[src/occupancy_grid_rasterizer_defines.svh]
// Assertion macros for the occupancy grid rasterizer.
// Used by the top level; needs clk and rst_n in scope.
`ifndef OCCUPANCY_GRID_RASTERIZER_DEFINES_SVH
`define OCCUPANCY_GRID_RASTERIZER_DEFINES_SVH
`ifndef SYNTH
`define OGR_ASSERT_IMP(label, ante, cons, msg) \
    label: assert property (@(posedge clk) disable iff (!rst_n) (ante) |-> (cons)) \
        else $error(msg);
`define OGR_ASSERT_NXT(label, ante, cons, msg) \
    label: assert property (@(posedge clk) disable iff (!rst_n) (ante) |=> (cons)) \
        else $error(msg);
`else
`define OGR_ASSERT_IMP(label, ante, cons, msg)
`define OGR_ASSERT_NXT(label, ante, cons, msg)
`endif
`endif

[src/ogr_pkg.sv]
// Shared types, constants and codes of the occupancy grid rasterizer.
// No dependencies.
package ogr_pkg;
    localparam int MAX_COLS   = 256;
    localparam int MAX_ROWS   = 256;
    localparam int MAX_KERNEL = 32;

    localparam int CA_W    = $clog2(MAX_COLS);
    localparam int EC_W    = $clog2(MAX_COLS + 1);
    localparam int ER_W    = $clog2(MAX_ROWS + 1);
    localparam int RES_W   = 16;
    localparam int DIV_W   = 25;
    localparam int SW      = DIV_W + 2;
    localparam int PADDR_W = 5;

    typedef enum logic [1:0] {
        FUNC_ADD   = 2'd0,
        FUNC_QUERY = 2'd1,
        FUNC_READ  = 2'd2,
        FUNC_CLEAR = 2'd3
    } func_t;

    typedef enum logic [2:0] {
        REG_ORIGIN_X    = 3'd0,
        REG_ORIGIN_Y    = 3'd1,
        REG_RESOLUTION  = 3'd2,
        REG_GRID_COLS   = 3'd3,
        REG_GRID_ROWS   = 3'd4,
        REG_KERNEL_COLS = 3'd5,
        REG_KERNEL_ROWS = 3'd6,
        REG_OCC_VALUE   = 3'd7
    } reg_idx_t;

    typedef enum logic [3:0] {
        S_IDLE,
        S_DIV,
        S_CHECK,
        S_PT_RD,
        S_PT_WR,
        S_RC_RD,
        S_RC_WR,
        S_Q_RD,
        S_RES
    } state_t;

    typedef struct packed {
        func_t              func;
        logic signed [23:0] map_x;
        logic signed [23:0] map_y;
        logic               dilate;
        logic               new_cloud;
        logic [15:0]        cell_index;
    } in_word_t;

    typedef struct packed {
        logic [7:0] occupancy;
        logic       in_grid;
    } out_word_t;

    typedef struct packed {
        logic signed [15:0] origin_x;
        logic signed [15:0] origin_y;
        logic [15:0]        resolution;
        logic [8:0]         grid_cols;
        logic [8:0]         grid_rows;
        logic [5:0]         kernel_cols;
        logic [5:0]         kernel_rows;
        logic [7:0]         occupied_value;
    } cfg_t;

    typedef struct packed {
        logic             start;
        logic [DIV_W-1:0] num_a;
        logic [DIV_W-1:0] num_b;
        logic [RES_W-1:0] den;
    } div_req_t;
endpackage

[src/ogr_div.sv]
// Two-lane restoring divider, one quotient bit per lane each cycle.
// Depends on ogr_pkg.
module ogr_div (
    input  logic                      clk,
    input  logic                      rst_n,
    input  ogr_pkg::div_req_t         req,
    output logic                      done,
    output logic [ogr_pkg::DIV_W-1:0] quo_a,
    output logic [ogr_pkg::DIV_W-1:0] quo_b,
    output logic [ogr_pkg::RES_W-1:0] rem_a
);
    import ogr_pkg::*;

    localparam int CNT_W = $clog2(DIV_W + 1);

    logic [DIV_W-1:0] qa_reg, qa_next, qb_reg, qb_next;
    logic [RES_W-1:0] ra_reg, ra_next, rb_reg, rb_next;
    logic [RES_W-1:0] den_reg;
    logic [CNT_W-1:0] cnt_reg, cnt_next;
    logic             busy_reg, busy_next, done_reg, done_next;
    logic [RES_W:0]   trial_a, trial_b;

    always_comb
    begin
        qa_next   = qa_reg;
        qb_next   = qb_reg;
        ra_next   = ra_reg;
        rb_next   = rb_reg;
        cnt_next  = cnt_reg;
        busy_next = busy_reg;
        done_next = 1'b0;
        trial_a   = {ra_reg, qa_reg[DIV_W-1]};
        trial_b   = {rb_reg, qb_reg[DIV_W-1]};
        if (req.start)
        begin
            qa_next   = req.num_a;
            qb_next   = req.num_b;
            ra_next   = '0;
            rb_next   = '0;
            cnt_next  = CNT_W'(DIV_W);
            busy_next = 1'b1;
        end
        else if (busy_reg)
        begin
            if (trial_a >= {1'b0, den_reg})
            begin
                ra_next = RES_W'(trial_a - {1'b0, den_reg});
                qa_next = {qa_reg[DIV_W-2:0], 1'b1};
            end
            else
            begin
                ra_next = RES_W'(trial_a);
                qa_next = {qa_reg[DIV_W-2:0], 1'b0};
            end
            if (trial_b >= {1'b0, den_reg})
            begin
                rb_next = RES_W'(trial_b - {1'b0, den_reg});
                qb_next = {qb_reg[DIV_W-2:0], 1'b1};
            end
            else
            begin
                rb_next = RES_W'(trial_b);
                qb_next = {qb_reg[DIV_W-2:0], 1'b0};
            end
            cnt_next = cnt_reg - 1'b1;
            if (cnt_reg == CNT_W'(1))
            begin
                busy_next = 1'b0;
                done_next = 1'b1;
            end
        end
    end

    always_ff @(posedge clk or negedge rst_n)
    begin
        if (!rst_n)
        begin
            busy_reg <= 1'b0;
            done_reg <= 1'b0;
            cnt_reg  <= '0;
        end
        else
        begin
            busy_reg <= busy_next;
            done_reg <= done_next;
            cnt_reg  <= cnt_next;
        end
    end

    always_ff @(posedge clk)
    begin
        qa_reg <= qa_next;
        qb_reg <= qb_next;
        ra_reg <= ra_next;
        rb_reg <= rb_next;
        if (req.start)
        begin
            den_reg <= req.den;
        end
    end

    assign done  = done_reg;
    assign quo_a = qa_reg;
    assign quo_b = qb_reg;
    assign rem_a = ra_reg;
endmodule

[config.mk]
export PLATFORM = sky130hd
export DESIGN_NAME = ogr_div
export DESIGN_NICKNAME = d
export VERILOG_FILES = /design/src/occupancy_grid_rasterizer_defines.svh /design/src/ogr_pkg.sv /design/src/ogr_div.sv
export SDC_FILE = /design/constraint.sdc
export NUM_CORES = 1
export LEC_CHECK = 0
export BUFFER_PORTS_ARGS = -buffer_cell sky130_fd_sc_hd__buf_2
export CAP_MARGIN = 20
export CORE_ASPECT_RATIO = 0.9
export CORE_UTILIZATION = 55
export CTS_BUF_LIST = sky130_fd_sc_hd__clkbuf_8 sky130_fd_sc_hd__clkbuf_16
export DETAILED_ROUTE_END_ITERATION = 12
export GPL_TIMING_DRIVEN = 0
export PLACE_DENSITY = 0.82
export SLEW_MARGIN = 30
export SYNTH_ARGS = -nofsm -noshare
export SYNTH_HDL_FRONTEND = slang
export SYNTH_SLANG_ARGS = --single-unit
[constraint.sdc]
create_clock -name clk -period 2.8 [get_ports clk]
set_clock_uncertainty 0.1 [all_clocks]
set_input_delay 0.56 -clock clk [delete_from_list [all_inputs] [get_ports clk]]
set_output_delay 0.56 -clock clk [all_outputs]
set_load 0.005 [all_outputs]
==> flow_summary_export.csv, run 1 <==
group,metric,value,unit
pwr,p_switching,0.9615,mW
outcome,status,"finished clean",
critical_path,cp_num_buf_inv,2,
critical_path,rr_startpoint,"quo_a[24]",
floorplan,core_area,10860,um2
clocking,cts_num_sinks,105,
yosys,yosys_warnings,0,
yosys,synth_top_cell_by_area,"edfxtp_1",
critical_path,rrSetupSlack,0.15,ns
route,final_antenna_net_count,0,
yosys,ys_seq_area_frac,0.4534,
pwr,combPwrFrac,0.165,
critical_path,critPathKind,"reg -> reg",
route,wl_per_cell,18.22,um
timing,rsz0062_at_grt,"false",
clocking,htreeDepth,3,
pwr,power.density,502.0,nW/um2
route,drt-total-wl,16.18,mm
yosys,synth_edf_count,66,
route,vias,5312,
yosys,synth_top_area_frac,0.3212,
pwr,power.share.sequential,0.494,
clocking,cts.clk_slew.worst_paths,0.07,ns
pwr,finalPower,3.706,mW
critical_path,cp_num_cells,10,
route,drcViolationCount,0,
cells_and_area,fin_util,0.6800,
cells_and_area,layout.nets,836,
timing,max_freq,377.1,MHz
critical_path,critPathTopFamily,"compound AO/OA/AOI/OAI gates",
critical_path,crit_chain,"inv_1 > ha_1 > inv_1 > fa_1 > a21o_1 > and3_1 > o21ai_1 > a2111oi_0 > nor3_1 > o211ai_1",
cells_and_area,areaGrowthSynthToFinish,19.63,%
pwr,intPower,2.745,mW
yosys,ys_types,71,
route,first_pass_iters,7,
critical_path,required,2.93,ns
clocking,cts_tree,"yes",
critical_path,crit_path_frequent_cell,"inv_1",
grt,grt_first_pass_wirelength,24.85,mm
timing,fin_crit_sh,0.9470,
cells_and_area,diodes,0,
timing,worst_hold_slack,0.2823,ns
clocking,numCtsBuffers,9,
yosys,synthTopCellsByCount,"edfxtp_1 (66), mux2_2 (48), nand2_1 (40)",
hold_path,hold_path.class,"in -> reg",
clocking,insertion_delay,0.35,ns
grt,grt_pass1_vias,4947,
yosys,netlist_area,6171,um2
timing,setup_viol,0,
critical_path,max_stage_delay,0.45,ns
route,drt-initial-drc-count,375,
floorplan,ios,136,
yosys,synth.area.top_cells,"edfxtp_1 (32%), dfxtp_1 (10%), mux2_2 (8.8%), ha_1 (6.9%), dfrtp_1 (2.8%)",
critical_path,start_kind,"flip-flop",
critical_path,cp_max_fo,4,
critical_path,crit_slowest_cell,"edfxtp_1",
pwr,ir_drop,0.5268,mV
pwr,clockPowerShare,0.341,
critical_path,crit_path_end_kind,"flip-flop",
floorplan,rows,36,
floorplan,dieArea,11650,um2
cells_and_area,nFillCells,836,
timing,min_period,2.652,ns
flow_run,cap_violations,0,
critical_path,crit_arrival,2.78,ns
yosys,async_reset_ff_frac,0.06667,
floorplan,start_util,0.5685,
timing,max_slew_margin,0.5556,
route,via_per_inst,5.982,
critical_path,crit_end,"rem_a[14]",
yosys,avgSynthCellArea,10.55,um2
yosys,synthCells,585,
timing,final_max_slew_viol_count,0,
yosys,synth-seq-cells,105,
grt,grt.total_usage,0.2773,
place,hpwl,12.31,mm
critical_path,worstRegToRegCells,10,
yosys,synth_nets,690,
clocking,clock_path_buffers,2,
pwr,p_sw_frac,0.2594,
place,gp_congestion,0.9188,
grt,grt_max_degree,53,
grt,antenna_found_initial,0,
clocking,cts_root_buf,"clkbuf_16",
yosys,yosysMostFrequentCell,"edfxtp_1",
pwr,leakagePower,3.167,nW
timing,worstMarginPinSlew,0.6667,ns
critical_path,reg2reg_to,"rem_a[14]",
yosys,yosys_most_used_dff,"edfxtp_1",
floorplan,dieWidth,113.7,um
floorplan,dieHeight,102.5,um
timing,hold_viol_final,0,
cells_and_area,drive_gt1_frac,0.3125,
place,portBuffers,135,
grt,overflow,0,
critical_path,crit_path_start,"quo_a[24]",
[how the worst min path moves through the flow]
stage	startpoint	endpoint	slack (ns)	cells after the start
detailed placement	rst_n	done	0.30	1
finish	req[6]	den_reg[6]	0.28	1
global placement	rst_n	done	0.30	1
floorplan	rst_n	busy_reg	0.16	0
CTS	req[6]	den_reg[6]	0.27	1
global route	req[6]	den_reg[6]	0.27	1
[timing repair]
item	4_1_cts	5_1_grt
endpoints found under the hold margin	7	0
gates resized for setup	0	11
endpoints found under the setup margin	0	23
hold buffers	1	0
buffers inserted	0	0
[cell type report]
| class | count | area [um2] | area share |
|---|---|---|---|
| Multi-Input combinational cell | 423 | 3186 | 0.4315 |
| Sequential cell | 105 | 2798 | 0.3790 |
| Timing Repair Buffer | 136 | 685.7 | 0.09288 |
| Clock buffer | 9 | 225.2 | 0.03051 |
| Tap cell | 152 | 190.2 | 0.02576 |
| Inverter | 32 | 122.6 | 0.01661 |
| Buffer | 24 | 110.1 | 0.01492 |
| Clock inverter | 7 | 65.06 | 0.008814 |
[through the flow]
stage	instance area (um2)	instances	setup slack, ns	setup TNS, ns
detailed placement	7039	872	-0.2064	-1.981
global route	7382	888	0.03028	0
floorplan	6171	585	0.3987	0
global placement	7037	872	-0.5923	-32.00
CTS	7340	889	0.06304	0
finish	7382	888	0.1483	0
[power by group through the flow]
stage          clock network [mW]  registers, mW  logic [mW]
4_1_cts                      1.27           1.83       0.600
6_report                     1.26           1.83       0.610
2_1_floorplan                   0           1.86       0.356
3_3_place_gp                    0           1.86       0.572
5_1_grt                      1.32           1.84       0.676
3_5_place_dp                    0           1.87       0.594
[cell families after synthesis]
family	share of synthesized area
AOI/OAI and AO/OA	0.1829
buffers and inverters	0.03751
DFF	0.4534
xor gates and xnor gates	0.02697
and+or+nand+nor	0.1330
adders and majority gates	0.07543
muxes	0.09084
[metal layers]
metal,global-route usage,wire length (um),share of wire,vias up
li1,-,-,-,2506
met1,0.3561,6705,0.41,2564
met2,0.4794,8110,0.50,218
met3,0.05350,1099,0.068,24
met4,0.08401,266,0.016,0
met5,0,0,0,-
[layout by cell type (no fill, tap or decap), types with 29 or more instances in the layout]
| master | instances |
|---|---|
| edfxtp_1 | 66 |
| dfxtp_1 | 32 |
| o21ai_0 | 29 |
| mux2_2 | 48 |
| a21oi_1 | 30 |
| nand2_1 | 40 |
| inv_1 | 33 |
| ha_1 | 34 |
| nor2_1 | 37 |
| buf_2 | 138 |
Note: power is estimated with default switching activity, not from simulation.
==> inputs of run 2 (changes only) <==
--- a/config.mk
+++ b/config.mk
@@ -8,6 +8,7 @@
 export BUFFER_PORTS_ARGS = -buffer_cell sky130_fd_sc_hd__buf_2
 export CAP_MARGIN = 20
 export CORE_ASPECT_RATIO = 0.9
+export CORE_MARGIN = 2
 export CORE_UTILIZATION = 55
 export CTS_BUF_LIST = sky130_fd_sc_hd__clkbuf_8 sky130_fd_sc_hd__clkbuf_16
 export DETAILED_ROUTE_END_ITERATION = 12
==> flow_summary_export.csv, run 2 (same netlist as run 1, synthesis figures left out) <==
group,metric,value,unit
outcome,status,"finished clean",
clocking,numCtsBuffers,9,
grt,grt_first_pass_wirelength,25.96,mm
timing,worstMarginPinSlew,0.6946,ns
timing,hold_viol_final,0,
critical_path,crit_path_frequent_cell,"inv_1",
cells_and_area,layout.nets,837,
critical_path,rrSetupSlack,0.09,ns
critical_path,critPathKind,"reg -> reg",
critical_path,max_stage_delay,0.46,ns
clocking,insertion_delay,0.35,ns
grt,antenna_found_initial,0,
critical_path,worstRegToRegCells,10,
route,wl_per_cell,18.65,um
cells_and_area,multi_input_area,3172,um2
floorplan,dieHeight,104.5,um
timing,fin_setup_tns,0,ns
route,vias,5342,
pwr,leakagePower,3.156,nW
clocking,cts_root_buf,"clkbuf_16",
place,pre_cts_slack,-0.2075,ns
critical_path,crit_slowest_cell,"edfxtp_1",
floorplan,start_util,0.5661,
hold_path,worstHoldStart,"req[6]",
cells_and_area,mostFrequentLayoutCells,"buf_2 (137), edfxtp_1 (66), mux2_2 (48)",
critical_path,crit_path_start,"quo_a[24]",
route,drcViolationCount,0,
hold_path,worstHoldEndpoint,"den_reg[6]",
route,final_antenna_net_count,0,
route,drt-initial-drc-count,446,
critical_path,crit_arrival,2.83,ns
grt,grt_max_degree,53,
place,gp_congestion,0.9181,
clocking,cts_num_sinks,105,
cells_and_area,areaGrowthSynthToFinish,19.63,%
cells_and_area,nFillCells,847,
timing,final.setup.worst_slack,0.08544,ns
grt,overflow,0,
hold_path,hold_path.class,"in -> reg",
pwr,power.density,503.6,nW/um2
cells_and_area,register_area,2798,um2
grt,grt.total_usage,0.2727,
floorplan,core_area,10900,um2
critical_path,reg2reg_to,"rem_a[12]",
timing,max_slew_margin,0.5369,
timing,final_max_slew_viol_count,0,
critical_path,start_kind,"flip-flop",
floorplan,dieWidth,115.7,um
pwr,ir_drop,0.4421,mV
place,portBuffers,135,
floorplan,dieArea,12080,um2
critical_path,rr_startpoint,"quo_a[24]",
hold_path,whs_path_depth,1,
floorplan,ios,136,
critical_path,crit_path_end_kind,"flip-flop",
route,via_per_inst,6.009,
clocking,htreeDepth,3,
clocking,clock_path_buffers,2,
timing,min_period,2.715,ns
clocking,cts.clk_slew.worst_paths,0.08,ns
critical_path,cp_max_fo,4,
clocking,cts_tree,"yes",
critical_path,required,2.92,ns
cells_and_area,diodes,0,
critical_path,critPathTopFamily,"compound AO/OA/AOI/OAI gates",
cells_and_area,fin_util,0.6772,
timing,fin_crit_sh,0.9695,
critical_path,cp_num_cells,10,
route,drt-total-wl,16.58,mm
timing,setup_viol,0,
grt,grt_pass1_vias,5250,
cells_and_area,drive_gt1_frac,0.3134,
place,hpwl,12.46,mm
timing,max_freq,368.4,MHz
route,first_pass_iters,5,
cells_and_area,final_common_cell,"buf_2",
flow_run,cap_violations,0,
floorplan,rows,36,
critical_path,cp_num_buf_inv,2,
critical_path,crit_chain,"inv_1 > ha_1 > inv_1 > fa_1 > a21o_1 > and3_1 > o21ai_1 > a21oi_1 > a311oi_1 > o221ai_1",
[run 2: metal layers]
metal,share of wire,global-route usage
met1,0.40,0.3568
met4,0.019,0.09524
met3,0.081,0.04312
met5,0,0
met2,0.50,0.4570
[run 2: layout make-up]
type,instances,area share
clock buffer,9,0.03051
timing repair buffer,137,0.09390
buffer,24,0.01508
sequential,105,0.3790
inverter,32,0.01661
tap,152,0.02576
clock inverter,7,0.009492
multi-input combinational,423,0.4297
[run 2: how the worst max path moves through the flow]
stage	endpoint	slack [ns]
2_1_floorplan	quo_a[0]	0.40
4_1_cts	quo_b[0]	0.1
3_3_place_gp	quo_b[20]	-0.58
6_report	rem_a[12]	0.09
5_1_grt	rb_reg[7]	-0.03
3_5_place_dp	quo_b[18]	-0.21
[run 2: metrics by stage]
stage	instances	hold WS [ns]	power [mW]	area (um2)
CTS	889	0.2723	3.714	7345
finish	889	0.2845	3.717	7382
detailed placement	872	0.3089	2.464	7039
floorplan	585	0.1644	2.220	6171
global route	889	0.2718	3.853	7382
global placement	872	0.2996	2.435	7037
[run 2: what timing repair did]
action / in CTS / in global routing
setup endpoints to repair: 0 / 19
endpoints found under the hold margin: 7 / 0
resized for setup: 0 / 9
setup buffers: 0 / 1
hold buffers: 1 / 0
[run 2: where the power goes]
group          switching, mW  internal [mW]  leakage [nW]  total (mW)
clock network          0.576          0.694         0.146        1.27
registers             0.0633           1.77          1.03        1.83
logic                  0.329          0.285          1.98       0.615
total                  0.969           2.75          3.16        3.72
