File: src/occupancy_grid_rasterizer_defines.svh
// Assertion macros for the occupancy grid rasterizer.
// Used by the top level; needs clk and rst_n in scope.
`ifndef OCCUPANCY_GRID_RASTERIZER_DEFINES_SVH
`define OCCUPANCY_GRID_RASTERIZER_DEFINES_SVH
`ifndef SYNTH
`define OGR_ASSERT_IMP(label, ante, cons, msg) \
    label: assert property (@(posedge clk) disable iff (!rst_n) (ante) |-> (cons)) \
        else $error(msg);
`define OGR_ASSERT_NXT(label, ante, cons, msg) \
    label: assert property (@(posedge clk) disable iff (!rst_n) (ante) |=> (cons)) \
        else $error(msg);
`else
`define OGR_ASSERT_IMP(label, ante, cons, msg)
`define OGR_ASSERT_NXT(label, ante, cons, msg)
`endif
`endif

File: src/ogr_pkg.sv
// Shared types, constants and codes of the occupancy grid rasterizer.
// No dependencies.
package ogr_pkg;
    localparam int MAX_COLS   = 256;
    localparam int MAX_ROWS   = 256;
    localparam int MAX_KERNEL = 32;

    localparam int CA_W    = $clog2(MAX_COLS);
    localparam int EC_W    = $clog2(MAX_COLS + 1);
    localparam int ER_W    = $clog2(MAX_ROWS + 1);
    localparam int RES_W   = 16;
    localparam int DIV_W   = 25;
    localparam int SW      = DIV_W + 2;
    localparam int PADDR_W = 5;

    typedef enum logic [1:0] {
        FUNC_ADD   = 2'd0,
        FUNC_QUERY = 2'd1,
        FUNC_READ  = 2'd2,
        FUNC_CLEAR = 2'd3
    } func_t;

    typedef enum logic [2:0] {
        REG_ORIGIN_X    = 3'd0,
        REG_ORIGIN_Y    = 3'd1,
        REG_RESOLUTION  = 3'd2,
        REG_GRID_COLS   = 3'd3,
        REG_GRID_ROWS   = 3'd4,
        REG_KERNEL_COLS = 3'd5,
        REG_KERNEL_ROWS = 3'd6,
        REG_OCC_VALUE   = 3'd7
    } reg_idx_t;

    typedef enum logic [3:0] {
        S_IDLE,
        S_DIV,
        S_CHECK,
        S_PT_RD,
        S_PT_WR,
        S_RC_RD,
        S_RC_WR,
        S_Q_RD,
        S_RES
    } state_t;

    typedef struct packed {
        func_t              func;
        logic signed [23:0] map_x;
        logic signed [23:0] map_y;
        logic               dilate;
        logic               new_cloud;
        logic [15:0]        cell_index;
    } in_word_t;

    typedef struct packed {
        logic [7:0] occupancy;
        logic       in_grid;
    } out_word_t;

    typedef struct packed {
        logic signed [15:0] origin_x;
        logic signed [15:0] origin_y;
        logic [15:0]        resolution;
        logic [8:0]         grid_cols;
        logic [8:0]         grid_rows;
        logic [5:0]         kernel_cols;
        logic [5:0]         kernel_rows;
        logic [7:0]         occupied_value;
    } cfg_t;

    typedef struct packed {
        logic             start;
        logic [DIV_W-1:0] num_a;
        logic [DIV_W-1:0] num_b;
        logic [RES_W-1:0] den;
    } div_req_t;
endpackage

File: src/ogr_cfg.sv
// APB-style configuration register file.
// Depends on ogr_pkg.
module ogr_cfg (
    input  logic                        clk,
    input  logic                        rst_n,
    input  logic                        psel,
    input  logic                        penable,
    input  logic                        pwrite,
    input  logic [ogr_pkg::PADDR_W-1:0] paddr,
    input  logic [31:0]                 pwdata,
    output logic [31:0]                 prdata,
    output logic                        pready,
    output ogr_pkg::cfg_t               cfg
);
    import ogr_pkg::*;

    cfg_t     cfg_reg, cfg_next;
    reg_idx_t idx;
    logic     wr;

    assign idx    = reg_idx_t'(paddr[PADDR_W-1:2]);
    assign wr     = psel && penable && pwrite;
    assign pready = 1'b1;

    always_comb
    begin
        cfg_next = cfg_reg;
        if (wr)
        begin
            unique case (idx)
                REG_ORIGIN_X:    cfg_next.origin_x       = pwdata[15:0];
                REG_ORIGIN_Y:    cfg_next.origin_y       = pwdata[15:0];
                REG_RESOLUTION:  cfg_next.resolution     = pwdata[15:0];
                REG_GRID_COLS:   cfg_next.grid_cols      = pwdata[8:0];
                REG_GRID_ROWS:   cfg_next.grid_rows      = pwdata[8:0];
                REG_KERNEL_COLS: cfg_next.kernel_cols    = pwdata[5:0];
                REG_KERNEL_ROWS: cfg_next.kernel_rows    = pwdata[5:0];
                REG_OCC_VALUE:   cfg_next.occupied_value = pwdata[7:0];
                default:         cfg_next = cfg_reg;
            endcase
        end
    end

    always_comb
    begin
        unique case (idx)
            REG_ORIGIN_X:    prdata = {16'h0, cfg_reg.origin_x};
            REG_ORIGIN_Y:    prdata = {16'h0, cfg_reg.origin_y};
            REG_RESOLUTION:  prdata = {16'h0, cfg_reg.resolution};
            REG_GRID_COLS:   prdata = {23'h0, cfg_reg.grid_cols};
            REG_GRID_ROWS:   prdata = {23'h0, cfg_reg.grid_rows};
            REG_KERNEL_COLS: prdata = {26'h0, cfg_reg.kernel_cols};
            REG_KERNEL_ROWS: prdata = {26'h0, cfg_reg.kernel_rows};
            REG_OCC_VALUE:   prdata = {24'h0, cfg_reg.occupied_value};
            default:         prdata = '0;
        endcase
    end

    always_ff @(posedge clk or negedge rst_n)
    begin
        if (!rst_n)
        begin
            cfg_reg.origin_x       <= '0;
            cfg_reg.origin_y       <= '0;
            cfg_reg.resolution     <= 16'd256;
            cfg_reg.grid_cols      <= 9'd256;
            cfg_reg.grid_rows      <= 9'd256;
            cfg_reg.kernel_cols    <= '0;
            cfg_reg.kernel_rows    <= '0;
            cfg_reg.occupied_value <= 8'd100;
        end
        else
        begin
            cfg_reg <= cfg_next;
        end
    end

    assign cfg = cfg_reg;
endmodule

File: config.mk
export PLATFORM = sky130hd
export DESIGN_NAME = ogr_cfg
export DESIGN_NICKNAME = d
export VERILOG_FILES = /design/src/occupancy_grid_rasterizer_defines.svh /design/src/ogr_pkg.sv /design/src/ogr_cfg.sv
export SDC_FILE = /design/constraint.sdc
export NUM_CORES = 1
export LEC_CHECK = 0
export BUFFER_PORTS_ARGS = -buffer_cell sky130_fd_sc_hd__clkbuf_2
export CORE_MARGIN = 8
export CORE_UTILIZATION = 45
export CTS_BUF_LIST = sky130_fd_sc_hd__clkbuf_8
export DETAILED_ROUTE_END_ITERATION = 8
export PLACE_DENSITY = 0.83
export SLEW_MARGIN = 25
export SYNTH_ARGS = -nofsm -noshare
export SYNTH_HDL_FRONTEND = slang
export SYNTH_SLANG_ARGS = --single-unit
export TNS_END_PERCENT = 5
File: constraint.sdc
create_clock -name clk -period 1.3 [get_ports clk]
set_clock_uncertainty 0.05 [all_clocks]
set_input_delay 0.065 -clock clk [delete_from_list [all_inputs] [get_ports clk]]
set_output_delay 0.065 -clock clk [all_outputs]
set_load 0.005 [all_outputs]
==> flow_summary.ini, run 1 <==
[grt]
grt.overflow.total = 0
antenna_found_initial = 0
overall_global_routing_resource_usage_pct = 18.5
wire_length_of_the_first_global_routing_pass_um = 18500
first_global_vias = 3476
largest_net_degree_at_the_start_of_global_routing = 39

[clocking]
number_of_buffers_created_by_cts = 9
root_buffer = sky130_fd_sc_hd__clkbuf_8
insertion_delay_ns = 0.35
h-tree-depth = 3
clk_pin_slew_ns = 0.08
clock_sinks = 86
tritoncts = done
clk_path_buf_depth = 2

[cells_and_area]
post-route-util_pct = 61.6
area.growth.synth_to_final_pct = 34.2
final_net_count = 533
layoutNonFillerInstCount = 606
final_layout_size_suffix_gt1_share_pct = 61.0
flip_flop_count_of_the_largest_register_all_copies_and_words_added = 86
num_antenna_cells = 0

[sta]
final-setup-viol-count = 16
max_freq_ghz = 0.643
whs_ns = 0.0355
drv_slew = 0
final.period_utilization_pct = 120
worst_slack_ns = -0.256
final.min_clock_period_ns = 1.56
finalHoldViolations = 0
setup_tns_ns = -2.37
grt_setup_unrepaired = yes

[routing]
vias_per_cell = 5.36
detail_route.drc_violations = 0
detailedRoute.firstPassIterationCount = 4
detail_route.wirelength_um = 11900
vias = 3250
detailedRoute.firstIterationViolations = 183
postRouteAntennaNets = 0
routed_wire_length_per_instance_um = 19.7

[power_and_ir_drop]
intPower_uw = 5510
power_frac_seq_pct = 47.6
pwr_density_cell_nw_per_um2 = 1370
net_switching_component_of_the_power_uw = 2210
combPwrFrac_pct = 25.7
cellLeakagePower_uw = 0.00284
peakVddDrop_mv = 0.723
switching_power_share_of_the_total_pct = 28.6
clk_pwr_share_pct = 26.7

[worst_setup_path]
worst_r2r_startpoint = cfg[0]
worstPathMaxFanout = 2
critPathArrivalTime_ns = 1.44
buffers_inverters_on_critical_path = 1
worst_setup_path_end_kind = primary output
timing.critical_path.cells = mux4_2, nand2_1, nand2_1, clkbuf_2
worst_setup_path_start_kind = register
cp_slowest_stage_delay_ns = 0.45
cp_required_ns = 1.19
worst_path_max_delay_cell = sky130_fd_sc_hd__mux4_2
critical_path.most_common_cell = sky130_fd_sc_hd__nand2_1
timing.rr.end = cfg[0]
setup.worst_path.class = register to primary output
setup.reg_to_reg.worst_slack_ns = 0.36
critPathTopFamily = multiplexers
reg2regPathDepth = 2

[die]
top_ports = 161
num_rows = 35
initial_core_util_pct = 45.9
die_h_um = 113
die_w_um = 113
core_area_um2 = 9150
dieArea_um2 = 12700

[synth]
post-synth-top-count-cell = sky130_fd_sc_hd__dfrtp_1
synthesis.instances = 320
ys_warn_count = 0
synth-edff-count = 0
mappedNetlistArea_um2 = 4200
synth-async-reset-ratio_pct = 100
synthDominantCellAreaShare_pct = 47.6
syn_avg_cell_area_um2 = 13.1
netlist_top_cells_count = sky130_fd_sc_hd__dfrtp_1, sky130_fd_sc_hd__mux2_2, sky130_fd_sc_hd__mux2i_1
ys_ff_latch = 86
synth_sequential_area_ratio_pct = 51.4
ys_top_cells_by_area = sky130_fd_sc_hd__dfrtp_1, sky130_fd_sc_hd__mux2_2, sky130_fd_sc_hd__mux2i_1
synth_top_flop_cell = sky130_fd_sc_hd__dfrtp_1
synthDominantAreaCellType = sky130_fd_sc_hd__dfrtp_1
yosysUniqueCellTypes = 40

[run]
max_cap_viol_count = 0

[placed_design]
preCtsSetupSlack_ns = -0.128
finalWeightedCongestion = 0.788
io_buffers = 125
dpl.cell_count = 571
dp_hpwl_um = 8890

[hold_path]
holdCritStartpoint = pwdata[4]
min-delay-path-class = input port to register
min_to = cfg[4]
hold-path-cell-count = 2

[outcome]
outcome = complete, but fails checks
violations = negative setup slack
==> cell usage in the layout, fill, tap and decap left out, types with 2 or more instances in the layout <==
master	Yosys	layout
sky130_fd_sc_hd__conb_1	2	17
sky130_fd_sc_hd__clkbuf_8	0	10
sky130_fd_sc_hd__o22ai_1	4	4
sky130_fd_sc_hd__buf_4	19	35
sky130_fd_sc_hd__o211ai_1	3	3
sky130_fd_sc_hd__dfrtp_1	80	80
sky130_fd_sc_hd__nand4b_1	2	2
sky130_fd_sc_hd__or3_1	2	2
sky130_fd_sc_hd__buf_2	6	5
sky130_fd_sc_hd__mux2_4	10	11
sky130_fd_sc_hd__or2_2	7	3
sky130_fd_sc_hd__dfstp_2	6	6
sky130_fd_sc_hd__nand3b_1	2	2
sky130_fd_sc_hd__a21oi_2	0	8
sky130_fd_sc_hd__o22a_1	4	4
sky130_fd_sc_hd__a211oi_1	4	2
sky130_fd_sc_hd__clkbuf_2	0	119
sky130_fd_sc_hd__or2_4	0	4
sky130_fd_sc_hd__a211oi_2	0	2
sky130_fd_sc_hd__nand3_1	3	2
sky130_fd_sc_hd__mux2_2	77	76
sky130_fd_sc_hd__bufinv_16	0	2
sky130_fd_sc_hd__nor2_2	4	3
sky130_fd_sc_hd__nand2_1	11	11
sky130_fd_sc_hd__nor2_1	7	7
sky130_fd_sc_hd__nand2b_1	4	4
sky130_fd_sc_hd__a22oi_1	2	2
sky130_fd_sc_hd__o21a_1	2	2
sky130_fd_sc_hd__dlygate4sd3_1	0	14
sky130_fd_sc_hd__buf_12	0	7
sky130_fd_sc_hd__mux2i_1	24	24
sky130_fd_sc_hd__nor3b_1	4	3
==> repair_timing <==
| action | 4_1_cts | 5_1_grt |
|---|---|---|
| resized for setup | 14 | 10 |
| cloned | 0 | 0 |
| pin swaps | 8 | 2 |
| setup endpoints to repair | 16 | 16 |
| endpoints found under the hold margin | 133 | 0 |
| hold buffers | 14 | 0 |
| setup buffers | 6 | 0 |
==> power groups by stage <==
stage / registers (uW) / clock network, uW / logic, uW
final: 3670 / 2060 / 1980
after global routing: 3750 / 2240 / 2160
after CTS: 3660 / 2120 / 2000
after detailed placement: 3720 / 0 / 1870
after global placement: 3680 / 0 / 1810
after floorplan: 3660 / 0 / 902
==> worst register-to-register path, cell delays in order, from the launching register on <==
cell                      delay, ns
sky130_fd_sc_hd__dfrtp_1       0.39
sky130_fd_sc_hd__buf_4         0.14
sky130_fd_sc_hd__mux2_2        0.25
==> worst max-delay path by stage <==
| stage | startpoint | endpoint | slack [ns] | depth (start not counted) |
|---|---|---|---|---|
| global route | cfg[78] | prdata[8] | -0.31 | 4 |
| CTS | cfg[39] | prdata[1] | -0.27 | 4 |
| finish | cfg[62] | prdata[8] | -0.26 | 4 |
| floorplan | paddr[3] | cfg[76] | -0.18 | 6 |
| global placement | pwrite | cfg[30] | -0.11 | 6 |
| detailed placement | pwrite | cfg[35] | -0.13 | 6 |
==> per-stage QoR <==
stage / instance area, um2 / power, uW
after global placement: 5170 / 5490
final: 5640 / 7710
after CTS: 5620 / 7780
after detailed placement: 5170 / 5580
after global routing: 5640 / 8140
after floorplan: 4290 / 4570
==> cell families (layout without fill, tap and decap cells) <==
group | Yosys count | count (layout) | share of synthesized area [%]
flip-flops | 86 | 86 | 51.4
multiplexers | 112 | 112 | 30.5
AO/OA/AOI/OAI | 34 | 34 | 5.63
other | 2 | 17 | 0.179
buffers and inverters | 36 | 196 | 5.27
AND/OR/NAND/NOR | 50 | 50 | 7.09
==> routing by layer <==
metal / GRT usage (%) / routed length (um) / up-vias
met5: 0 / 0 / -
met4: 4.86 / 123 / 0
met3: 6.28 / 988 / 13
met2: 30.5 / 5690 / 148
met1: 22.6 / 5130 / 1636
li1: - / - / 1453
==> cell type report <==
cell class                      count  area (um2)
Clock buffer                       10         138
Clock inverter                      5        82.6
Fill cell                         714        3510
Inverter                            1        3.75
Multi-Input combinational cell    213        1950
Sequential cell                    86        2160
Tap cell                          111         139
Timing Repair Buffer              180        1160
(Power assumes the default switching activity.)
==> run 2, diff against run 1 <==
--- a/config.mk
+++ b/config.mk
@@ -7,10 +7,10 @@
 export LEC_CHECK = 0
 export BUFFER_PORTS_ARGS = -buffer_cell sky130_fd_sc_hd__clkbuf_2
 export CORE_MARGIN = 8
-export CORE_UTILIZATION = 45
+export CORE_UTILIZATION = 40
 export CTS_BUF_LIST = sky130_fd_sc_hd__clkbuf_8
 export DETAILED_ROUTE_END_ITERATION = 8
-export PLACE_DENSITY = 0.83
+export PLACE_DENSITY = 0.76
 export SLEW_MARGIN = 25
 export SYNTH_ARGS = -nofsm -noshare
 export SYNTH_HDL_FRONTEND = slang
==> flow_summary.ini, run 2 (synthesis gave the netlist of run 1 again) <==
[sta]
finalHoldViolations = 0
max_freq_ghz = 0.608
drv_slew = 0
final.min_clock_period_ns = 1.64
grt_setup_unrepaired = yes
final.period_utilization_pct = 126
final-setup-viol-count = 16
whs_ns = 0.0240
worst_slack_ns = -0.344

[die]
die_h_um = 119
top_ports = 161
core_area_um2 = 10300
initial_core_util_pct = 40.9
die_w_um = 119
dieArea_um2 = 14000
num_rows = 37

[cells_and_area]
post-route-util_pct = 55.9
final_net_count = 535
layout_commonest_cell = sky130_fd_sc_hd__clkbuf_2
flip_flop_count_of_the_largest_register_all_copies_and_words_added = 86
fillCellCount = 869
final_cell_mix = sky130_fd_sc_hd__clkbuf_2, sky130_fd_sc_hd__dfrtp_1, sky130_fd_sc_hd__mux2_2, sky130_fd_sc_hd__buf_4, sky130_fd_sc_hd__mux2i_1
area.growth.synth_to_final_pct = 36.6
multiInputGateArea_um2 = 1950
area_occupied_by_registers_um2 = 2160
layoutNonFillerInstCount = 634
final_layout_size_suffix_gt1_share_pct = 61.4
num_antenna_cells = 0
design_area_um2 = 5740

[clocking]
root_buffer = sky130_fd_sc_hd__clkbuf_8
h-tree-depth = 3
clk_path_buf_depth = 2
number_of_buffers_created_by_cts = 9
clock_sinks = 86
tritoncts = done
clk_pin_slew_ns = 0.09
insertion_delay_ns = 0.35

[grt]
wire_length_of_the_first_global_routing_pass_um = 19900
grt.overflow.total = 0
overall_global_routing_resource_usage_pct = 17.7
first_global_vias = 3723
antenna_found_initial = 0
largest_net_degree_at_the_start_of_global_routing = 37

[worst_setup_path]
timing.critical_path.cells = mux2_2, o211ai_1, a41oi_1, clkbuf_2
worst_setup_path_start_kind = register
buffers_inverters_on_critical_path = 1
worst_setup_path_end_kind = primary output
setup.reg_to_reg.worst_slack_ns = 0.36
worstPathMaxFanout = 2
cp_required_ns = 1.19
critPathTopFamily = flip-flops
worst_path_max_delay_cell = sky130_fd_sc_hd__dfrtp_1
cp_slowest_stage_delay_ns = 0.39
setup.worst_path.class = register to primary output
critPathArrivalTime_ns = 1.53

[routing]
detail_route.wirelength_um = 12300
detailedRoute.firstIterationViolations = 171
routed_wire_length_per_instance_um = 19.4
postRouteAntennaNets = 0
detailedRoute.firstPassIterationCount = 4
vias_per_cell = 5.16
vias = 3270
detail_route.drc_violations = 0

[power_and_ir_drop]
cellLeakagePower_uw = 0.00288
pwr_density_cell_nw_per_um2 = 1410
peakVddDrop_mv = 0.767

[hold_path]
min-delay-path-class = input port to register

[run]
max_cap_viol_count = 0

[outcome]
outcome = complete, but fails checks
violations = negative setup slack

[placed_design]
place_area_um2 = 5270
dpl.cell_count = 603
finalWeightedCongestion = 0.850
dp_hpwl_um = 9260
io_buffers = 125
preCtsSetupSlack_ns = -0.124
[run 2: cell types whose count changed in the layout (fill, tap and decap cells not counted), sizes merged]
cell         before  now
bufinv            2    4
buf              47   53
clkbuf          129  125
clkinvlp          0    1
dlygate4sd3      14   13
clkinv            2    1
[run 2: repair_timing]
| item | CTS | global route |
|---|---|---|
| buffers inserted | 2 | 0 |
| gates resized for setup | 15 | 12 |
| endpoints found under the setup margin | 16 | 16 |
| hold buffers | 13 | 0 |
| pin swaps | 9 | 1 |
| endpoints found under the hold margin | 122 | 0 |
[run 2: worst paths after layout]
path | start | endpoint | cells past startpoint
setup / recovery | cfg[30] | prdata[1] | 4
hold / removal | pwdata[4] | cfg[74] | 2
setup reg to reg | cfg[30] | cfg[30] | 2
hold reg to reg | cfg[67] | cfg[67] | 1
max in group asynchronous | rst_n | cfg[46] | 3
min in group asynchronous | rst_n | cfg[32] | 2
[run 2: power by group]
part | internal, uW | switching [uW] | leakage [uW]
Clock | 1480 | 987 | 0.000130
Combinational | 1140 | 832 | 0.00166
Sequential | 3230 | 450 | 0.00109
[run 2: routing by layer]
layer | vias up | routed length [um] | global-route usage, %
met5 | - | 0 | 0
met4 | 0 | 134 | 5.14
met3 | 16 | 1130 | 7.47
met2 | 137 | 6000 | 29.8
met1 | 1643 | 5050 | 20.2
li1 | 1474 | - | -
[run 2: worst reg2reg max path: stages, from the launching register on]
cell and delay, ns:
sky130_fd_sc_hd__dfrtp_1 0.39, sky130_fd_sc_hd__buf_4 0.14, sky130_fd_sc_hd__mux2_2 0.26
[run 2: final cells by class]
class	count	share of cell area, %
Clock inverter	7	2.53
Multi-Input combinational cell	213	34.0
Tap cell	136	2.96
Clock buffer	9	2.16
Inverter	1	0.0654
Sequential cell	86	37.6
Timing Repair Buffer	182	20.7
[run 2: per-stage QoR]
| stage | TNS, ns | power (uW) |
|---|---|---|
| floorplan | -4.82 | 4570 |
| global placement | -4.66 | 5550 |
| detailed placement | -6.99 | 5630 |
| CTS | -2.98 | 8200 |
| global route | -3.97 | 8540 |
| finish | -2.53 | 8120 |
