`config.mk`:
```
export PLATFORM = sky130hd
export DESIGN_NAME = ogr_ram
export DESIGN_NICKNAME = d
export VERILOG_FILES = /design/src/occupancy_grid_rasterizer_defines.svh /design/src/ogr_ram.sv
export SDC_FILE = /design/constraint.sdc
export NUM_CORES = 1
export LEC_CHECK = 0
export ABC_CLOCK_PERIOD_IN_PS = 1900
export BUFFER_PORTS_ARGS = -buffer_cell sky130_fd_sc_hd__buf_4
export CAP_MARGIN = 10
export CORE_MARGIN = 5
export CORE_UTILIZATION = 54
export DETAILED_ROUTE_END_ITERATION = 8
export PLACE_DENSITY = 0.71
export RECOVER_POWER = 100
export SLEW_MARGIN = 40
export SYNTH_ARGS = -nofsm -noshare
export SYNTH_HDL_FRONTEND = slang
export SYNTH_SLANG_ARGS = --single-unit
```
`constraint.sdc`:
```
create_clock -name clk -period 1.9 [get_ports clk]
set_input_delay 0.38 -clock clk [delete_from_list [all_inputs] [get_ports clk]]
set_output_delay 0.38 -clock clk [all_outputs]
set_load 0.01 [all_outputs]
```
`src/occupancy_grid_rasterizer_defines.svh`:
```
// Assertion macros for the occupancy grid rasterizer.
// Used by the top level; needs clk and rst_n in scope.
`ifndef OCCUPANCY_GRID_RASTERIZER_DEFINES_SVH
`define OCCUPANCY_GRID_RASTERIZER_DEFINES_SVH
`ifndef SYNTH
`define OGR_ASSERT_IMP(label, ante, cons, msg) \
    label: assert property (@(posedge clk) disable iff (!rst_n) (ante) |-> (cons)) \
        else $error(msg);
`define OGR_ASSERT_NXT(label, ante, cons, msg) \
    label: assert property (@(posedge clk) disable iff (!rst_n) (ante) |=> (cons)) \
        else $error(msg);
`else
`define OGR_ASSERT_IMP(label, ante, cons, msg)
`define OGR_ASSERT_NXT(label, ante, cons, msg)
`endif
`endif

```
`src/ogr_ram.sv`:
```
// Generic single-port-write, single-port-read RAM with registered read.
// No dependencies.
module ogr_ram #(
    parameter int WIDTH = 8,
    parameter int DEPTH = 16
) (
    input  logic                     clk,
    input  logic                     we,
    input  logic [$clog2(DEPTH)-1:0] waddr,
    input  logic [WIDTH-1:0]         wdata,
    input  logic                     re,
    input  logic [$clog2(DEPTH)-1:0] raddr,
    output logic [WIDTH-1:0]         rdata
);
    logic [WIDTH-1:0] mem [DEPTH];

    always_ff @(posedge clk)
    begin
        if (we)
        begin
            mem[waddr] <= wdata;
        end
        if (re)
        begin
            rdata <= mem[raddr];
        end
    end
endmodule

```
==> summary.md, run 1 <==
| Metric | Value |
|---|---|
| Async SR Flop Fraction | 0 |
| Fillers | 643 |
| Initial Utilization | 0.545 |
| Number of remaining DRC errors | 0 |
| Routed vias/inst | 5.65 |
| Rows | 36 |
| Clock period minus worst slack | 1550 ps |
| Fin crit share | 0.818 |
| # hold bufs at CTS | 0 |
| Dominant synthesized flop cell | edfxtp_1 |
| Gate Count Post-Synth | 229 |
| PwrDens | 1160 nW/um2 |
| Critical path launch point type | input pin |
| Area grow syn2layout | 19.7% |
| Global router's overall resource usage | 0.191 |
| Post-CTS Resized | 0 |
| Vias in the first global route | 2,649 |
| Antenna Cells | 0 |
| Post-CTS Setup Bufs | 0 |
| Worst min path class | input pin to register |
| Longest Clk Path Bufs | 2 |
| Switch Pwr | 0.00136 W |
| Clock Power Share | 0.488 |
| Die span in x | 108 um |
| Highest Signal Layer | met4 |
| Avg Cell Area, Syn | 22.8 um2 |
| RSZ-0062 raised after global routing | false |
| Fmax | 644 MHz |
| Dpl hpwl | 6450 um |
| Synth top area cells | edfxtp_1 78%, mux4_2 7.8%, mux4_1 7.0%, a22oi_1 2.3%, nor2_1 0.93% |
| Post-synth top area cell | edfxtp_1 |
| Yosys reg bits | 136 |
| Final number of setup-violating endpoints | 0 |
| Syn. warnings | 0 |
| Pin count of the biggest net entering global routing | 21 |
| Combinational power share | 0.044 |
| EDFF count, synth | 136 |
| Drt wl/cell | 23.0 um |
| Wl on met1 | 4230 um |
| Antenna violations before repair | 0 |
| Die Y | 108 um |
| Pre-Repair DR Iteration Count | 4 |
| Num CTS Buffers | 17 |
| Reg-to-Reg Start | mem[1][0] |
| Syn Std Cell Area | 5230 um2 |
| P_int | 0.00590 W |
| Max-cap violations | 0 |
| Final WL | 10,100 um |
| Vias | 2,474 |
| Final Net Count | 311 |
| Worst Path Max Fanout | 8 |
| Syn Nets | 248 |
| Setup crit end kind | register |
| CTS tree | built |
| First-pass GRT wire length | 15,500 um |
| Fin Hold WS | 339 ps |
| Outcome | finished, final reports clean |
| CP startpoint | we |
| Worst hold start | re |
| Clk_lat worst skew | 510 ps |
| Core Box Area | 9590 um2 |
| Slew margin rel. | 0.531 |
| Final hold vios | 0 |
| Worst path arrival time | 1700 ps |
| GPL Wtd Cong | 0.770 |
| Synth cell count leaders | 136 x edfxtp_1, 18 x mux4_2, 16 x a22oi_1 |
| Clock sinks | 136 |
| Net Sw Frac | 0.188 |
| Final ANT Viol Nets | 0 |
| I/O pin cnt | 27 |
| Sequential fraction of the synthesis area | 0.781 |
| Metal3 WL | 674 um |
| CP required | 2050 ps |
| CTS Root Cell | clkbuf_8 |
| Post-synth top area share | 0.781 |
| GR Overflow Total | 0 |
| Skew final | 4.91 ps |
| H-Tree Level Count | 4 |
| Reg power frac | 0.468 |
| Die area | 11,700 um2 |
| CP Class | input pin to register |
| Layout cells sized above 1 | 0.203 |
| Most frequent cell after synthesis | edfxtp_1 |
| Met2 WL | 5090 um |
| Max VDD drop | 0.000769 V |
| Pleak | 2.05 nW |
| Clk slew on worst S/H paths | 60 ps |
| Yosys cell types | 18 |
| Sum Neg Setup Slack | 0 ps |
| Pins Over Slew Limit | 0 |
| Starting DRT DRC Count | 237 |
| Worst-Margin Slew | 704 ps |
| Number of I/O port buffers | 26 |
==> state kept, by name (all words and copies together) (netlist names) <==
register,count
rdata,8
mem,128
==> power by group through the flow <==
stage	clock [W]	sequential, W	combinational (W)
finish	0.00355	0.00340	0.000318
global route	0.00374	0.00340	0.000345
CTS	0.00360	0.00340	0.000353
detailed placement	0	0.00346	0.000349
global placement	0	0.00346	0.000343
floorplan	0	0.00346	0.000171
==> worst max-delay path, stage by stage <==
cell and delay, ps:
clkbuf_1 130, or3b_2 510, nor3_1 150, clkbuf_1 520
==> cells in the final DEF, fill, tap and decap left out <==
master / synthesis / final
or3b_2: 1 / 1
and2b_1: 1 / 1
nand3_1: 1 / 1
nand2b_1: 2 / 2
a22oi_1: 16 / 16
nand3b_1: 2 / 2
clkbuf_1: 0 / 42
clkinv_2: 0 / 4
clkbuf_16: 0 / 16
clkinv_1: 0 / 1
and2_1: 1 / 1
nand2_1: 9 / 9
clkbuf_8: 0 / 1
mux4_1: 14 / 14
nor2b_1: 1 / 1
bufinv_16: 0 / 6
nor2_1: 13 / 13
mux4_2: 18 / 18
buf_4: 1 / 9
nor3_1: 4 / 4
clkinvlp_4: 0 / 2
inv_6: 0 / 1
edfxtp_1: 136 / 136
buf_12: 0 / 4
==> cell families (layout without fill, tap and decap cells) <==
family / after synthesis / after routing / synth area share
AOI/OAI and AO/OA: 16 / 16 / 0.0230
buffers and inverters: 10 / 86 / 0.0165
DFF: 136 / 136 / 0.781
muxes: 32 / 32 / 0.148
and+or+nand+nor: 35 / 35 / 0.0314
==> layer usage <==
layer | global-route usage | vias up
li1 | - | 1111
met1 | 0.264 | 1269
met2 | 0.297 | 87
met3 | 0.0454 | 7
met4 | 0.0812 | 0
met5 | 0 | -
==> stage by stage <==
step           instances   util  worst slack, ps  area, um2  total power (W)
6_report             438  0.652              347       6250          0.00727
5_1_grt              438  0.652              270       6250          0.00749
4_1_cts              438  0.668              371       6410          0.00736
3_5_place_dp         406  0.601             31.4       5760          0.00381
3_3_place_gp         406  0.601             21.6       5760          0.00380
2_1_floorplan        229      -             27.1       5230          0.00363
==> cell type report <==
type	count	area, um2	area share
Clock buffer	18	418	0.0668
Clock inverter	14	228	0.0364
Multi-Input combinational cell	83	1060	0.169
Sequential cell	136	4080	0.653
Tap cell	133	166	0.0266
Timing Repair Buffer	54	302	0.0482
==> path summary, 6_finish.rpt <==
kind / endpoint / slack, ps / depth (start not counted)
max: mem[0][6] / 350 / 4
max reg2reg: rdata[0] / 380 / 3
min: rdata[1] / 340 / 1
min reg2reg: rdata[4] / 740 / 3
(Power assumes the default switching activity.)
==> run 2, diff against run 1 <==
--- a/config.mk
+++ b/config.mk
@@ -5,7 +5,7 @@
 export SDC_FILE = /design/constraint.sdc
 export NUM_CORES = 1
 export LEC_CHECK = 0
-export ABC_CLOCK_PERIOD_IN_PS = 1900
+export ABC_CLOCK_PERIOD_IN_PS = 1400
 export BUFFER_PORTS_ARGS = -buffer_cell sky130_fd_sc_hd__buf_4
 export CAP_MARGIN = 10
 export CORE_MARGIN = 5
==> constraint.sdc (replaced) <==
create_clock -name clk -period 1.4 [get_ports clk]
set_input_delay 0.28 -clock clk [delete_from_list [all_inputs] [get_ports clk]]
set_output_delay 0.28 -clock clk [all_outputs]
set_load 0.01 [all_outputs]
==> summary.md, run 2 (synthesized netlist as in run 1, its figures left out) <==
| Metric | Value |
|---|---|
| Die area | 11,700 um2 (unchanged) |
| CTS Root Cell | clkbuf_8 |
| Starting DRT DRC Count | 208 (-12%) |
| Number of flip-flops under the largest register name | 128 (unchanged) |
| Fin crit share | 1.02 |
| P_int | 0.00751 W (+27%) |
| Max-cap violations | 0 (unchanged) |
| Final number of setup-violating endpoints | 4 (+4) |
| Highest Signal Layer | met4 |
| Violated checks | negative setup slack |
| Cell family with most CP delay | multiplexers |
| Antenna violations before repair | 0 (unchanged) |
| H-Tree Level Count | 4 (unchanged) |
| Final hold vios | 0 (unchanged) |
| Die span in x | 108 um (unchanged) |
| Slew margin rel. | 0.482 (-0.0488) |
| Pleak | 2.01 nW (-1.8%) |
| Fmax | 699 MHz |
| CP Buf/Inv Count | 0 (-2) |
| Outcome | complete, but fails checks |
| GR Overflow Total | 0 (unchanged) |
| Vias in the first global route | 2,658 (+0.34%) |
| CP required | 1650 ps (-400 ps) |
| Drt wl/cell | 22.1 um (-4.1%) |
| Worst min path class | input pin to register |
| Post-Place Cell Area | 5830 um2 (+1.1%) |
| Routed vias/inst | 5.59 (-1.1%) |
| Slowest CP cell | mux4_2 |
| Clock sinks | 136 (unchanged) |
| Reg power frac | 0.488 (+0.020) |
| Setup crit end kind | register |
| GPL Wtd Cong | 0.789 (+2.5%) |
| Wl on met1 | 4210 um (-0.45%) |
| Final WL | 9810 um (-2.8%) |
| Clock Power Share | 0.462 (-0.026) |
| I/O pin cnt | 27 (unchanged) |
| Post-CTS Setup Bufs | 0 (unchanged) |
| First-pass GRT wire length | 15,100 um (-3.1%) |
| Number of I/O port buffers | 26 (unchanged) |
| Rows | 36 (unchanged) |
| Clock period minus worst slack | 1430 ps |
| Critical path launch point type | register |
| Initial Utilization | 0.545 (unchanged) |
| Longest Clk Path Bufs | 2 (unchanged) |
| Combinational power share | 0.050 (+0.006) |
| Dpl hpwl | 6320 um (-2.2%) |
| Pins Over Slew Limit | 0 (unchanged) |
| Metal3 WL | 478 um (-29%) |
| Switch Pwr | 0.00194 W (+42%) |
| Antenna Cells | 0 (unchanged) |
| Skew final | 5.80 ps (+0.895 ps) |
| Net Sw Frac | 0.205 (+0.0172) |
| Largest regs | mem: 128 flops, rdata: 8 flops |
| Met2 WL | 4980 um (-2.2%) |
| Pre-Repair DR Iteration Count | 4 (unchanged) |
| Worst-Margin Slew | 776 ps (+71.5 ps) |
| R2R Setup Slk | -30 ps (-410 ps) |
| Global router's overall resource usage | 0.184 (-0.00748) |
| Final Net Count | 317 (+1.9%) |
| Max VDD drop | 0.000889 V (+16%) |
| Num CTS Buffers | 17 (unchanged) |
| PwrDens | 1510 nW/um2 (+30%) |
| Pin count of the biggest net entering global routing | 17 (-19%) |
| Layout cells sized above 1 | 0.302 (+0.0990) |
| Vias | 2,480 (+0.24%) |
| Worst Path Max Fanout | 1 (-7) |
| RSZ-0062 raised after global routing | true |
| Die Y | 108 um (unchanged) |
| Clk_lat worst skew | 510 ps (about the same) |
| Worst path arrival time | 1680 ps (-20 ps) |
| Number of remaining DRC errors | 0 (unchanged) |
| Final instance area | 6250 um2 (-0.14%) |
| Fin util | 0.651 (-0.000913) |
| # hold bufs at CTS | 0 (unchanged) |
| Setup ws final | -31.5 ps (-378 ps) |
| Commonest non-fill, non-tap cells in the layout | 136 x edfxtp_1, 37 x clkbuf_1, 31 x mux4_2, 16 x clkbuf_16, 12 x nor2_1 |
| CP Class | register to register |
| Area grow syn2layout | 19.5% |
| Most common cell after layout, fill and taps aside | edfxtp_1 |
| Reg with most FFs | mem |
| Clk slew on worst S/H paths | 60 ps (about the same) |
| Final ANT Viol Nets | 0 (unchanged) |
| Core Box Area | 9590 um2 (unchanged) |
| Max incr delay on CP | 470 ps (-50 ps) |
| Worst path cell trace | mux4_2 > a22oi_2 > nand2_1 |
| CTS tree | built |
-- run 2: cell count changes in the layout (fill, tap and decap cells not counted), sizes merged --
cell,change
inv,+2
buf,+2
clkinv,+2
clkbuf,+3
bufinv,-3
-- run 2: stage by stage --
step,hold slack (ps),total power (W),setup WS (ps),std cells,TNS (ps)
floorplan,379,0.00495,-99.0,229,-677
detailed placement,586,0.00519,-373,412,-5450
global route,235,0.00976,-81.8,444,-395
CTS,44.5,0.00955,-36.8,444,-151
finish,234,0.00945,-31.5,444,-82.1
global placement,571,0.00517,-375,412,-4390
-- run 2: worst reg2reg max path: cells and delay by family, from the launching register on --
family             cells  cell delay, ps
muxes                  1             470
DFF                    1             370
and+or+nand+nor        1             120
AOI/OAI and AO/OA      1             200
-- run 2: power by group through the flow --
stage	registers [W]	logic, W	clock network, W
3_3_place_gp	0.00469	0.000483	0
4_1_cts	0.00461	0.000515	0.00442
6_report	0.00461	0.000470	0.00437
2_1_floorplan	0.00470	0.000254	0
5_1_grt	0.00462	0.000510	0.00463
3_5_place_dp	0.00470	0.000497	0
-- run 2: timing repair --
| item | in CTS | in global routing |
|---|---|---|
| pin swaps | 1 | 3 |
| endpoints found under the setup margin | 8 | 8 |
| cloned | 0 | 0 |
| gates resized for setup | 7 | 4 |
-- run 2: routing by layer --
layer  global-route usage  vias to the layer above
li1                     -                     1111
met1                0.245                     1287
met2                0.296                       69
met3               0.0424                       13
met4               0.0757                        0
met5                    0                        -
-- run 2: final timing paths --
check,start,endpoint,cells after the start
max,mem[2][7],rdata[7],3
min reg2reg,mem[12][2],rdata[2],3
min,re,rdata[1],1
max reg2reg,mem[2][7],rdata[7],3
-- run 2: area by class of cell --
| type | count | area [um2] |
|---|---|---|
| multi-input cells | 83 | 1050 |
| clock inverters | 15 | 176 |
| fillers | 675 | 3350 |
| flip-flops and latches | 136 | 4080 |
| well taps | 133 | 166 |
| clock buffers | 17 | 414 |
| repair buffers | 60 | 354 |
==> run 3, diff against run 2 <==
--- a/config.mk
+++ b/config.mk
@@ -5,13 +5,13 @@
 export SDC_FILE = /design/constraint.sdc
 export NUM_CORES = 1
 export LEC_CHECK = 0
-export ABC_CLOCK_PERIOD_IN_PS = 1400
+export ABC_CLOCK_PERIOD_IN_PS = 1600
 export BUFFER_PORTS_ARGS = -buffer_cell sky130_fd_sc_hd__buf_4
 export CAP_MARGIN = 10
 export CORE_MARGIN = 5
-export CORE_UTILIZATION = 54
+export CORE_UTILIZATION = 60
 export DETAILED_ROUTE_END_ITERATION = 8
-export PLACE_DENSITY = 0.71
+export PLACE_DENSITY = 0.75
 export RECOVER_POWER = 100
 export SLEW_MARGIN = 40
 export SYNTH_ARGS = -nofsm -noshare
==> constraint.sdc (replaced) <==
create_clock -name clk -period 1.6 [get_ports clk]
set_input_delay 0.32 -clock clk [delete_from_list [all_inputs] [get_ports clk]]
set_output_delay 0.32 -clock clk [all_outputs]
set_load 0.01 [all_outputs]
==> summary.md, run 3 (synthesized netlist as in run 1, its figures left out) <==
| Metric | Value |
|---|---|
| Die Y | 103 um (-4.7%) |
| Pins Over Slew Limit | 0 (unchanged) |
| Post-Place Cell Area | 5720 um2 (-1.8%) |
| Antenna violations before repair | 0 (unchanged) |
| Reg-to-Reg Start | mem[10][5] |
| Final hold vios | 0 (unchanged) |
| Global router's overall resource usage | 0.212 (+0.0277) |
| CTS Root Cell | clkbuf_8 |
| I/O pin cnt | 27 (unchanged) |
| Starting DRT DRC Count | 194 (-6.7%) |
| Worst-Margin Slew | 732 ps (-43.1 ps) |
| Worst Path Max Fanout | 1 (unchanged) |
| Num CTS Buffers | 17 (unchanged) |
| Worst min path class | input pin to register |
| Setup crit end kind | register |
| Longest Clk Path Bufs | 2 (unchanged) |
| Initial Utilization | 0.608 (+0.0635) |
| Max VDD drop | 0.00100 V (+13%) |
| RSZ-0062 raised after global routing | false |
| Area grow syn2layout | 17.6% |
| Skew final | 6.68 ps (+0.879 ps) |
| Pleak | 2.01 nW (about the same) |
| Core Box Area | 8590 um2 (-10%) |
| Post-CTS Resized | 0 (-7) |
| Outcome | finished, final reports clean |
| # hold bufs at CTS | 0 (unchanged) |
| CP Class | register to register |
| Clk_lat worst skew | 510 ps (about the same) |
| Number of flip-flops under the largest register name | 128 (unchanged) |
| Pre-Repair DR Iteration Count | 4 (unchanged) |
| Setup ws final | 117 ps (+149 ps) |
| H-Tree Level Count | 4 (unchanged) |
| GPL Wtd Cong | 0.786 (-0.33%) |
| Critical path launch point type | register |
| Layout cells sized above 1 | 0.201 (-0.102) |
| Worst R2R End | rdata[5] |
| Fillers | 528 (-22%) |
| Most common cell after layout, fill and taps aside | edfxtp_1 |
| Fin crit share | 0.927 (-0.0957) |
| Worst path cell trace | mux4_1 > a22oi_1 > nand2_1 |
| Number of I/O port buffers | 26 (unchanged) |
| GR Overflow Total | 0 (unchanged) |
| WP depth | 3 (unchanged) |
| CP startpoint | mem[10][5] |
| Largest regs | mem: 128 flops, rdata: 8 flops |
| Clock period minus worst slack | 1480 ps (+51.3 ps) |
| Hold Path Depth | 1 (unchanged) |
| CTS tree | built |
| Final ANT Viol Nets | 0 (unchanged) |
| Critical Path End | rdata[5] |
| Fmax | 674 MHz (-3.5%) |
| Pin count of the biggest net entering global routing | 17 (unchanged) |
| Clk slew on worst S/H paths | 60 ps (about the same) |
| Drt wl/cell | 24.8 um (+12%) |
| Fin util | 0.715 (+0.0642) |
| Clock sinks | 136 (unchanged) |
| Antenna Cells | 0 (unchanged) |
| Rows | 34 (-5.6%) |
| Slew margin rel. | 0.512 (+0.0298) |
| Final Net Count | 307 (-3.2%) |
| Sum Neg Setup Slack | 0 ps (+82.1 ps) |
| First-pass GRT wire length | 15,500 um (+2.7%) |
| Reg with most FFs | mem |
| Max incr delay on CP | 490 ps (+20 ps) |
| Cell family with most CP delay | multiplexers |
| Dpl hpwl | 6210 um (-1.7%) |
| Routed vias/inst | 6.14 (+9.8%) |
| PwrDens | 1320 nW/um2 (-13%) |
| Vias in the first global route | 2,603 (-2.1%) |
| CP Buf/Inv Count | 0 (unchanged) |
| Final number of setup-violating endpoints | 0 (-4) |
| Die span in x | 103 um (-4.7%) |
| Commonest non-fill, non-tap cells in the layout | 136 x edfxtp_1, 36 x clkbuf_1, 18 x mux4_2, 16 x a22oi_1, 16 x clkbuf_16 |
| R2R Setup Slk | 120 ps (+150 ps) |
| Final WL | 10,100 um (+3.0%) |
| Pre-CTS setup slack | -310 ps (+63.3 ps) |
| Number of remaining DRC errors | 0 (unchanged) |
| CP required | 1850 ps (+200 ps) |
| Slowest CP cell | mux4_1 |
| Die area | 10,700 um2 (-9.1%) |
| Final instance area | 6150 um2 (-1.6%) |
| Design Power | 0.00808 W (-14%) |
| Worst path arrival time | 1730 ps (+50 ps) |
| Vias | 2,497 (+0.69%) |
| Worst Reg2Reg Path Length in Cells | 3 (unchanged) |
| Max-cap violations | 0 (unchanged) |
| Post-CTS Setup Bufs | 0 (unchanged) |
[run 3: layout make-up]
cell class,instances,area [um2],area share
Clock inverter,10,130,0.0212
Tap cell,108,135,0.0220
Clock buffer,20,425,0.0692
Multi-Input combinational cell,83,1060,0.172
Sequential cell,136,4080,0.664
Timing Repair Buffer,50,314,0.0511
[run 3: how the worst min path moves through the flow]
stage | from | to | slack, ps
finish | re | rdata[2] | 290
global route | re | rdata[2] | 270
floorplan | wdata[0] | mem[0][0] | 420
CTS | wdata[2] | mem[14][2] | 90
detailed placement | re | rdata[3] | 620
global placement | wdata[1] | mem[12][1] | 620
[run 3: power breakdown]
group / switching, W / internal (W) / total [W]
registers: 0.0000248 / 0.00402 / 0.00404
clock network: 0.00132 / 0.00233 / 0.00366
logic: 0.000214 / 0.000167 / 0.000381
[run 3: metrics by stage]
step,cells,hold slack [ps]
3_5_place_dp,377,623
3_3_place_gp,377,622
5_1_grt,407,272
6_report,407,293
4_1_cts,407,86.8
2_1_floorplan,229,419
[run 3: per-layer routing]
| metal | global-route usage | vias up | wire length (um) |
|---|---|---|---|
| met3 | 0.0630 | 4 | 696 |
| met4 | 0.0478 | 0 | 51 |
| met5 | 0 | - | 0 |
| met1 | 0.295 | 1289 | 4080 |
| met2 | 0.338 | 108 | 5260 |
| li1 | - | 1096 | - |
[run 3: worst reg2reg max path: cells and delay by family, from the launching register on]
family             cells  cell delay, ps
and+or+nand+nor        1              90
AOI/OAI and AO/OA      1             260
DFF                    1             380
muxes                  1             490
